### config.mk
export PLATFORM = sky130hd
export DESIGN_NAME = adjacent_swap_permutation_sequencer
export DESIGN_NICKNAME = d
export VERILOG_FILES = /design/src/hw/rtl/sjt_pkg.sv /design/src/hw/rtl/sjt_levels.sv /design/src/hw/rtl/adjacent_swap_permutation_sequencer.sv
export SDC_FILE = /design/constraint.sdc
export NUM_CORES = 1
export LEC_CHECK = 0
export ABC_AREA = 1
export BUFFER_PORTS_ARGS = -buffer_cell sky130_fd_sc_hd__buf_2
export CAP_MARGIN = 40
export CORE_MARGIN = 2
export CORE_UTILIZATION = 36
export DETAILED_ROUTE_END_ITERATION = 7
export GPL_TIMING_DRIVEN = 0
export PLACE_DENSITY = 0.52
export RECOVER_POWER = 50
export SLEW_MARGIN = 15
export SYNTH_ARGS = -nofsm -noshare
export SYNTH_HDL_FRONTEND = slang
export SYNTH_SLANG_ARGS = --single-unit
### constraint.sdc
create_clock -name clk -period 6 [get_ports clk]
set_input_delay 1.2 -clock clk [delete_from_list [all_inputs] [get_ports clk]]
set_output_delay 1.2 -clock clk [all_outputs]
set_load 0.1 [all_outputs]
### src/hw/rtl/sjt_pkg.sv
// ----------------------------------------------------------------------------
// sjt_pkg
// Shared types, constants and a helper for the plain-changes swap sequencer.
// ----------------------------------------------------------------------------
package sjt_pkg;

    localparam int MAX_ELEMENTS = 16;
    localparam int N_W          = 5;
    localparam int POS_W        = 4;
    localparam int FIRST_LEVEL  = 2;
    localparam int LAST_LEVEL   = MAX_ELEMENTS - 1;
    localparam logic [N_W-1:0] N_RESET = 5'd4;

    typedef struct packed {
        logic [POS_W-1:0] pos;
        logic             last;
    } sjt_result_t;

    // Clamp the element count register into the supported range.
    function automatic logic [N_W-1:0] eff_n(input logic [N_W-1:0] n);
        logic [N_W-1:0] r;
        r = n;
        if (n < N_W'(2))
        begin
            r = N_W'(2);
        end
        else if (n > N_W'(MAX_ELEMENTS))
        begin
            r = N_W'(MAX_ELEMENTS);
        end
        return r;
    endfunction

endpackage

### src/hw/rtl/sjt_levels.sv
// ----------------------------------------------------------------------------
// sjt_levels
// Per-level position counters and sweep directions, with the combinational
// carry across levels that picks the next swap position.
// ----------------------------------------------------------------------------
module sjt_levels
(
    input  logic                      clk,
    input  logic                      rst_n,
    input  logic                      clear,
    input  logic                      advance,
    input  logic                      restart,
    input  logic [sjt_pkg::N_W-1:0]   n_eff,
    output sjt_pkg::sjt_result_t      result
);

    localparam int LO = sjt_pkg::FIRST_LEVEL;
    localparam int HI = sjt_pkg::LAST_LEVEL;
    localparam int PW = sjt_pkg::POS_W;

    // Level m is stored at index m-1, so index li has last position li.
    logic [PW-1:0] step_reg  [LO:HI];
    logic [PW-1:0] step_next [LO:HI];
    logic          dir_reg   [LO:HI];
    logic          dir_next  [LO:HI];
    logic          phase_reg;
    logic          phase_next;

    logic [PW-1:0] cur_step [LO:HI];
    logic          cur_dir  [LO:HI];
    logic          cur_phase;
    logic [HI:LO]  in_range;
    logic [HI:LO]  at_end;
    logic [HI:LO]  above_done;
    logic [HI:LO]  emit_here;
    logic [HI:LO]  wrap_here;
    logic [HI:LO]  carry_up;
    logic          any_emit;
    logic [PW-1:0] val;
    logic [PW-1:0] offset;

    always_comb
    begin
        cur_phase = restart ? 1'b0 : phase_reg;
        for (int li = LO; li <= HI; li++)
        begin
            cur_step[li] = restart ? '0 : step_reg[li];
            cur_dir[li]  = restart ? 1'b1 : dir_reg[li];
            in_range[li] = sjt_pkg::N_W'(li) < n_eff;
            at_end[li]   = cur_step[li] == PW'(li);
        end

        // A level moves only when every in-range level above it sits at the end of a half.
        above_done[HI] = 1'b1;
        for (int li = HI - 1; li >= LO; li--)
        begin
            above_done[li] = above_done[li+1] & (~in_range[li+1] | at_end[li+1]);
        end

        val = '0;
        for (int li = LO; li <= HI; li++)
        begin
            emit_here[li] = in_range[li] & ~at_end[li] & above_done[li];
            wrap_here[li] = in_range[li] & at_end[li] & above_done[li];
            carry_up[li]  = wrap_here[li] & cur_dir[li];
            if (emit_here[li])
            begin
                val = cur_dir[li] ? (PW'(li - 1) - cur_step[li]) : cur_step[li];
            end
        end
        any_emit = |emit_here;
        offset   = PW'($countones(carry_up));

        result.pos  = val + offset;
        result.last = ~any_emit & cur_phase & ~(|carry_up);

        for (int li = LO; li <= HI; li++)
        begin
            step_next[li] = cur_step[li];
            dir_next[li]  = cur_dir[li];
            if (emit_here[li])
            begin
                step_next[li] = cur_step[li] + PW'(1);
            end
            else if (wrap_here[li])
            begin
                step_next[li] = '0;
                dir_next[li]  = ~cur_dir[li];
            end
        end
        phase_next = any_emit ? cur_phase : ~cur_phase;
    end

    always_ff @(posedge clk or negedge rst_n)
    begin
        if (!rst_n)
        begin
            phase_reg <= 1'b0;
            for (int li = LO; li <= HI; li++)
            begin
                step_reg[li] <= '0;
                dir_reg[li]  <= 1'b1;
            end
        end
        else if (clear)
        begin
            phase_reg <= 1'b0;
            for (int li = LO; li <= HI; li++)
            begin
                step_reg[li] <= '0;
                dir_reg[li]  <= 1'b1;
            end
        end
        else if (advance)
        begin
            phase_reg <= phase_next;
            for (int li = LO; li <= HI; li++)
            begin
                step_reg[li] <= step_next[li];
                dir_reg[li]  <= dir_next[li];
            end
        end
    end

endmodule

### src/hw/rtl/adjacent_swap_permutation_sequencer.sv
// ----------------------------------------------------------------------------
// adjacent_swap_permutation_sequencer
// Emits the plain-changes adjacent swap positions, one per request.
// ----------------------------------------------------------------------------
// Usage:
// Each request on the input channel (in_valid, in_stall, restart) yields one
// result on the output channel (out_valid, out_stall, swap_left, cycle_last).
// swap_left is the left index p of the swap of positions p and p+1; applying
// the swaps in order walks all n! permutations. cycle_last marks the swap
// that returns to the identity. restart set in a request starts the sequence
// over before that request's swap is produced.
// The element count is written through cfg_valid/cfg_ready/cfg_data; a write
// also restarts the sequence. Write it only while no result is pending.
// The result of a request appears in the cycle after it is taken, and one
// request is taken per cycle while in_stall is low: the level counters and
// their carry chain are combinational and feed the result register directly.
// Reset sets n to 4 and puts the sequence at its start. While the receiver
// stalls, the result register holds and in_stall is raised once it is full;
// a request is still taken in the cycle the held result leaves.
// ----------------------------------------------------------------------------
module adjacent_swap_permutation_sequencer
(
    input  logic                            clk,
    input  logic                            rst_n,
    input  logic                            cfg_valid,
    output logic                            cfg_ready,
    input  logic [sjt_pkg::N_W-1:0]         cfg_data,
    input  logic                            in_valid,
    output logic                            in_stall,
    input  logic                            restart,
    output logic                            out_valid,
    input  logic                            out_stall,
    output logic [sjt_pkg::POS_W-1:0]       swap_left,
    output logic                            cycle_last
);

    logic [sjt_pkg::N_W-1:0] num_reg;
    logic                    out_valid_reg;
    logic                    out_valid_next;
    logic [sjt_pkg::POS_W-1:0] pos_reg;
    logic                    last_reg;
    logic                    cfg_write;
    logic                    accept_in;
    sjt_pkg::sjt_result_t    result;

    assign cfg_ready = 1'b1;
    assign cfg_write = cfg_valid & cfg_ready;
    assign in_stall  = out_valid_reg & out_stall;
    assign accept_in = in_valid & ~in_stall;

    sjt_levels u_levels
    (
        .clk     (clk),
        .rst_n   (rst_n),
        .clear   (cfg_write),
        .advance (accept_in),
        .restart (restart),
        .n_eff   (sjt_pkg::eff_n(num_reg)),
        .result  (result)
    );

    always_comb
    begin
        if (accept_in)
        begin
            out_valid_next = 1'b1;
        end
        else if (out_stall)
        begin
            out_valid_next = out_valid_reg;
        end
        else
        begin
            out_valid_next = 1'b0;
        end
    end

    always_ff @(posedge clk or negedge rst_n)
    begin
        if (!rst_n)
        begin
            num_reg       <= sjt_pkg::N_RESET;
            out_valid_reg <= 1'b0;
        end
        else
        begin
            out_valid_reg <= out_valid_next;
            if (cfg_write)
            begin
                num_reg <= cfg_data;
            end
        end
    end

    always_ff @(posedge clk)
    begin
        if (accept_in)
        begin
            pos_reg  <= result.pos;
            last_reg <= result.last;
        end
    end

    assign out_valid  = out_valid_reg;
    assign swap_left  = pos_reg;
    assign cycle_last = last_reg;

    // A full, stalled result register must hold off new requests.
    a_backpressure: assert property (@(posedge clk) disable iff (!rst_n)
        out_valid_reg && out_stall |-> in_stall)
        else $error("request taken while result register is full and stalled");

    // Every taken request shows up as a result in the next cycle.
    a_latency: assert property (@(posedge clk) disable iff (!rst_n)
        accept_in |=> out_valid_reg)
        else $error("taken request produced no result");

    // The swap that closes the cycle is always the swap of the first pair.
    a_last_pos: assert property (@(posedge clk) disable iff (!rst_n)
        out_valid_reg && last_reg |-> pos_reg == '0)
        else $error("cycle end flagged on a swap other than position zero");

endmodule
==> impl_metrics.py, run 1 <==
metrics = {
    "status": {
        "status": "finished, violations left",
        "violations": "max-capacitance violations, max-slew violations, negative setup slack",
    },
    "power_and_ir_drop": {
        "p_sw_share_pct": 33.50,
        "clock_power_share_pct": 39.5,
        "p_sw_w": 0.0005098,
        "vdd_drop_max_mv": 0.1369,
        "p_per_area_nw_per_um2": 173.0,
        "p_leak_nw": 3.855,
        "pwr-share-comb_pct": 22.0,
        "p_seq_share_pct": 38.5,
        "internal_power_w": 0.001012,
        "total_power_w": 0.001522,
    },
    "global_route": {
        "grt_first_pass_wirelength_um": 37670,
        "grt_max_degree": 45,
        "track_usage_pct": 22.61,
        "grt_antenna_before_repair": 1,
        "grt_pass1_vias": 6778,
        "overflow": 0,
    },
    "routing": {
        "wl_per_cell_um": 17.30,
        "drtIter0Drc": 629,
        "drc": 0,
        "via_per_inst": 5.130,
        "antenna_left": 0,
        "vias": 7043,
        "routed_wl_um": 23750,
        "drt_first_pass_iters": 7,
    },
    "cts": {
        "numCtsBuffers": 9,
        "cts_tree": "done",
        "path_clk_slew_ns": 0.07,
        "cts_root_buf": "clkbuf_16",
        "clock_path_buffers": 2,
        "cts_sinks": 82,
        "clk_latency_ns": 0.36,
        "ctsHoldBuffers": 0,
        "htreeDepth": 3,
    },
    "min_path": {
        "min_path_cells": 2,
        "hold_path.class": "reg -> reg",
    },
    "logic_synthesis": {
        "ys_seq_elements": 82,
        "syn_avg_cell_area_um2": 7.212,
        "synth_enable_flop_cells": 5,
        "synthFlopType": "dfrtp_1",
        "postSynthCellCount": 1030,
        "synth_seq_area_share_pct": 28.21,
        "ys_types": 54,
        "synth_nets": 1125,
        "yosysWarningCount": 0,
        "ys_async_sr_fraction_pct": 93.90,
        "syn_area_um2": 7428,
    },
    "worst_setup_path": {
        "end_kind": "flip-flop",
        "max_stage_delay_ns": 0.51,
        "critical_path_class": "in -> reg",
        "crit_path_start_kind": "input port",
        "critPathArrivalTime_ns": 7.00,
        "required_ns": 6.11,
        "rr_worst_depth": 26,
        "cp_max_fo": 7,
        "slowest_stage": "fa_1",
    },
    "floorplan": {
        "die_height_um": 147.6,
        "dieWidth_um": 147.6,
        "initial_utilization_pct": 36.71,
        "core_area_um2": 20230,
        "dieArea_um2": 21800,
        "rows": 52,
        "io_pins": 19,
    },
    "timing": {
        "fmax_mhz": 145.0,
        "slew_headroom_pct": -66.73,
        "hold_violations": 0,
        "setup_ws_ns": -0.8954,
        "max_slew.worst_pin.slew_ns": 2.501,
        "finalMaxSlewViolations": 80,
        "clock_skew_ns": 0.007773,
        "fin_crit_sh_pct": 114.9,
        "setup_violations": 3,
        "layout_min_cycle_time_ns": 6.895,
        "rsz0062_at_grt": "true",
        "hold_ws_ns": 0.4878,
    },
    "layout": {
        "area_growth_pct": 18.39,
        "drive_above_1_share_pct": 15.96,
        "layout.nets": 1193,
        "n_antenna_cell": 0,
        "largest_register_ffs": 56,
    },
    "place": {
        "hpwl_um": 17130,
        "place.gp.congestion": 0.9279,
        "io_buffers": 16,
        "post-place-ws_ns": -2.364,
    },
    "job": {
        "maxCapViolations": 2,
    },
}
-- placed cells by master (no fill, tap or decap), types with 15 or more instances in the layout --
cell type and instances:
a21oi_1 57, buf_4 38, clkbuf_1 20, dfrtp_1 62
dfstp_2 15, ha_1 65, inv_1 197, nand2_1 144
nand3_1 36, nand4_1 18, nor2_1 119, nor3_1 15
o21ai_0 78, o22ai_1 37
-- cell type report --
| type | instances | area, µm² |
|---|---|---|
| Buffer | 27 | 236.5 |
| Clock buffer | 11 | 252.7 |
| Clock inverter | 5 | 52.55 |
| Fill cell | 2090 | 11440 |
| Inverter | 214 | 810.8 |
| Multi-Input combinational cell | 707 | 4603 |
| Sequential cell | 82 | 2096 |
| Tap cell | 270 | 337.8 |
| Timing Repair Buffer | 57 | 405.4 |
-- power by group through the flow --
stage / logic (W) / registers [W] / clock network (W)
floorplan: 0.000180 / 0.000623 / 0
global placement: 0.000307 / 0.000596 / 0
detailed placement: 0.000310 / 0.000596 / 0
CTS: 0.000336 / 0.000586 / 0.000614
finish: 0.000335 / 0.000586 / 0.000601
global route: 0.000366 / 0.000588 / 0.000634
-- metrics by stage --
| step | cells | util, % | cell area (µm²) | TNS, ns |
|---|---|---|---|---|
| 4_1_cts | 1365 | 43.20 | 8741 | -1.456 |
| 3_3_place_gp | 1316 | 39.46 | 7984 | -7.251 |
| 6_report | 1373 | 43.46 | 8795 | -1.569 |
| 2_1_floorplan | 1030 | - | 7566 | -2.198 |
| 3_5_place_dp | 1321 | 39.81 | 8055 | -7.076 |
| 5_1_grt | 1373 | 43.46 | 8795 | -2.175 |
-- worst max-delay path: cells and delay by family --
family	cells	cell delay, ns
buffers and inverters	8	0.86
xor gates and xnor gates	2	0.33
and+or+nand+nor	13	1.73
adders and majority gates	9	2.86
-- what timing repair did --
item                       in CTS  in global routing
resized for setup              31                  7
hold endpoints to repair        0                  0
setup buffers                  28                  8
pin swaps                      22                  8
setup endpoints to repair       4                  4
-- kinds of logic after synthesis --
kind of cell	count (synthesis)	synth area share, %
AO/OA/AOI/OAI	216	17.05
XOR/XNOR	16	1.886
other	1	0.05048
flip-flops	82	28.21
AND/OR/NAND/NOR	389	24.86
adder cells (fa/ha/maj)	84	15.26
multiplexers	1	0.1516
buffers and inverters	241	12.53
-- worst paths after layout --
check | startpoint | end | slack (ns)
min in group asynchronous | rst_n | u_levels.step_reg[6] | 1.43
setup / recovery | restart | swap_left[3] | -0.90
setup reg to reg | num_reg[2] | swap_left[3] | 0.19
hold / removal | out_valid | out_valid | 0.49
hold reg to reg | out_valid | out_valid | 0.49
max in group asynchronous | rst_n | u_levels.step_reg[42] | 1.40
-- Yosys cell counts, types with 8 or more instances --
cell | count | area share (%)
o21ai_0 | 78 | 5.3
fa_1 | 11 | 3.0
xor2_1 | 12 | 1.4
nor2_1 | 129 | 6.5
nand4_1 | 18 | 1.5
o211ai_1 | 9 | 0.91
inv_1 | 202 | 10
clkbuf_1 | 19 | 0.96
nand2_1 | 144 | 7.3
dfrtp_1 | 62 | 21
nand3_1 | 37 | 2.5
o32ai_1 | 14 | 1.7
o22ai_1 | 37 | 3.1
a21oi_1 | 57 | 3.8
ha_1 | 73 | 12
nor3_1 | 20 | 1.3
inv_2 | 8 | 0.40
dfstp_2 | 15 | 5.3
-- metal layers --
metal / vias to the layer above / track usage, % / share of wire [%]
met4: 2 / 7.404 / 2.7
met5: - / 0 / 0.051
met3: 37 / 3.611 / 4.9
met1: 3323 / 30.87 / 46
li1: 3505 / - / -
met2: 176 / 36.63 / 46
(Power assumes the default switching activity.)
==> run 2, diff against run 1 <==
PLACE_DENSITY = 0.5   (was 0.52)
clock period = 7.9 ns   (was 6 ns; I/O delays follow)
==> run 2 against run 1 <==
- the flow finishes with violations (max-capacitance violations, max-slew violations)
- first-iteration DRC count is 32% lower
- critical endpoint unchanged
- register-to-register slack better by 1.6 ns
- power is 19% lower
==> impl_metrics.py, run 2 (same netlist as run 1, synthesis figures left out) <==
metrics = {
    "status": {
        "status": "finished, violations left",
        "violations": "max-capacitance violations, max-slew violations",
    },
    "cts": {
        "htreeDepth": 3,
        "clock_path_buffers": 2,
        "cts_root_buf": "clkbuf_16",
        "numCtsBuffers": 9,
        "cts_tree": "done",
        "path_clk_slew_ns": 0.07,
        "clk_latency_ns": 0.36,
        "cts_sinks": 82,
    },
    "timing": {
        "clock_skew_ns": 0.009402,
        "finalMaxSlewViolations": 80,
        "hold_ws_ns": 0.4873,
        "slew_headroom_pct": -81.55,
        "setup_ws_ns": 0.2700,
        "max_slew.worst_pin.slew_ns": 2.723,
        "setup_violations": 0,
        "layout_min_cycle_time_ns": 7.630,
        "fin_crit_sh_pct": 96.58,
        "fmax_mhz": 131.1,
        "hold_violations": 0,
    },
    "worst_setup_path": {
        "timing.rr.end": "swap_left[3]",
        "required_ns": 8.02,
        "endpoint": "swap_left[3]",
        "critPathArrivalTime_ns": 7.75,
        "slowest_stage": "fa_1",
        "critical_path_class": "in -> reg",
        "max_stage_delay_ns": 0.50,
        "cp_max_fo": 19,
        "setup.worst_path.start": "restart",
        "rr_worst_depth": 26,
        "path_delay_family": "adder cells",
        "r2r-start": "num_reg[2]",
        "crit_path_start_kind": "input port",
        "end_kind": "flip-flop",
        "reg2reg_slack_ns": 1.78,
        "worst-path-buf-inv": 7,
        "cp.depth": 30,
        "crit_top_cell": "fa_1",
    },
    "layout": {
        "largest_register_ffs": 56,
        "final_common_cell": "inv_1",
        "area_growth_pct": 14.57,
        "drive_above_1_share_pct": 11.93,
        "n_antenna_cell": 0,
        "fin_area_um2": 8511,
        "utilization_pct": 42.06,
        "final_cell_mix": "202 x inv_1, 144 x nand2_1, 122 x nor2_1",
        "layout.nets": 1163,
    },
    "job": {
        "maxCapViolations": 2,
    },
    "routing": {
        "wl_per_cell_um": 17.48,
        "vias": 6890,
        "via_per_inst": 5.130,
        "drtIter0Drc": 429,
        "drt_first_pass_iters": 5,
        "antenna_left": 0,
        "drc": 0,
        "routed_wl_um": 23480,
    },
    "power_and_ir_drop": {
        "vdd_drop_max_mv": 0.09503,
        "p_per_area_nw_per_um2": 144.3,
        "p_leak_nw": 3.724,
    },
    "place": {
        "placed_area_um2": 7966,
        "io_buffers": 16,
        "hpwl_um": 17640,
        "post-place-ws_ns": -1.603,
        "place.gp.congestion": 0.8648,
    },
    "global_route": {
        "overflow": 0,
        "grt_first_pass_wirelength_um": 36600,
        "track_usage_pct": 22.04,
        "grt_pass1_vias": 6590,
        "grt_max_degree": 47,
        "grt_antenna_before_repair": 0,
    },
    "floorplan": {
        "dieArea_um2": 21800,
        "rows": 52,
        "die_height_um": 147.6,
        "initial_utilization_pct": 36.71,
        "core_area_um2": 20230,
        "io_pins": 19,
        "dieWidth_um": 147.6,
    },
    "min_path": {
        "hold_path.class": "reg -> reg",
    },
}
[run 2: cell count changes in the layout (fill, tap and decap cells not counted), sizes merged]
| cell | delta |
|---|---|
| clkbuf | -2 |
| buf | -30 |
| clkinvlp | -1 |
| bufinv | +3 |
[run 2: tightest hold or removal path: stages (launching register included)]
cell	delay (ns)
dfrtp_1	0.34
nand2_1	0.06
nand2_1	0.06
[run 2: final cells by class]
class	count	area [µm²]
inverters	214	808.3
well taps	270	337.8
repair buffers	29	201.4
multi-input cells	707	4537
flip-flops and latches	82	2096
clock buffers	9	225.2
clock inverters	7	141.4
plain buffers	25	163.9
fillers	2129	11720
[run 2: repair_timing]
action / CTS / global route
setup buffers: 3 / 2
endpoints found under the setup margin: 3 / 1
gates cloned: 0 / 0
pin swaps: 5 / 6
resized for setup: 19 / 21
hold buffers: 0 / 0
[run 2: power by group]
part           switching [W]  leakage, nW  internal [W]
logic               0.000182         2.49     0.0000601
registers         0.00000663         1.06      0.000439
clock network       0.000199        0.177      0.000342
[run 2: how the worst min path moves through the flow]
| stage | start | end | slack (ns) | cells after the start |
|---|---|---|---|---|
| after floorplan | u_levels.step_reg[7] | u_levels.step_reg[7] | 0.47 | 2 |
| after global placement | out_valid | out_valid | 0.47 | 2 |
| after detailed placement | out_valid | out_valid | 0.48 | 2 |
| after CTS | out_valid | out_valid | 0.49 | 2 |
| after global routing | out_valid | out_valid | 0.53 | 2 |
| final | out_valid | out_valid | 0.49 | 2 |
[run 2: per-layer routing]
metal	global-route usage [%]	share of wire (%)	up-vias
met1	30.31	47	3288
met4	6.202	1.9	0
li1	-	-	3446
met2	36.33	47	135
met3	3.025	3.5	21
met5	0	0	-
[run 2: per-stage QoR]
stage,instances,total power (W),TNS (ns)
6_report,1343,0.001228,0
5_1_grt,1343,0.001275,-0.01311
4_1_cts,1341,0.001238,0
3_5_place_dp,1324,0.0006878,-3.690
3_3_place_gp,1316,0.0006807,-3.878
2_1_floorplan,1030,0.0006042,0
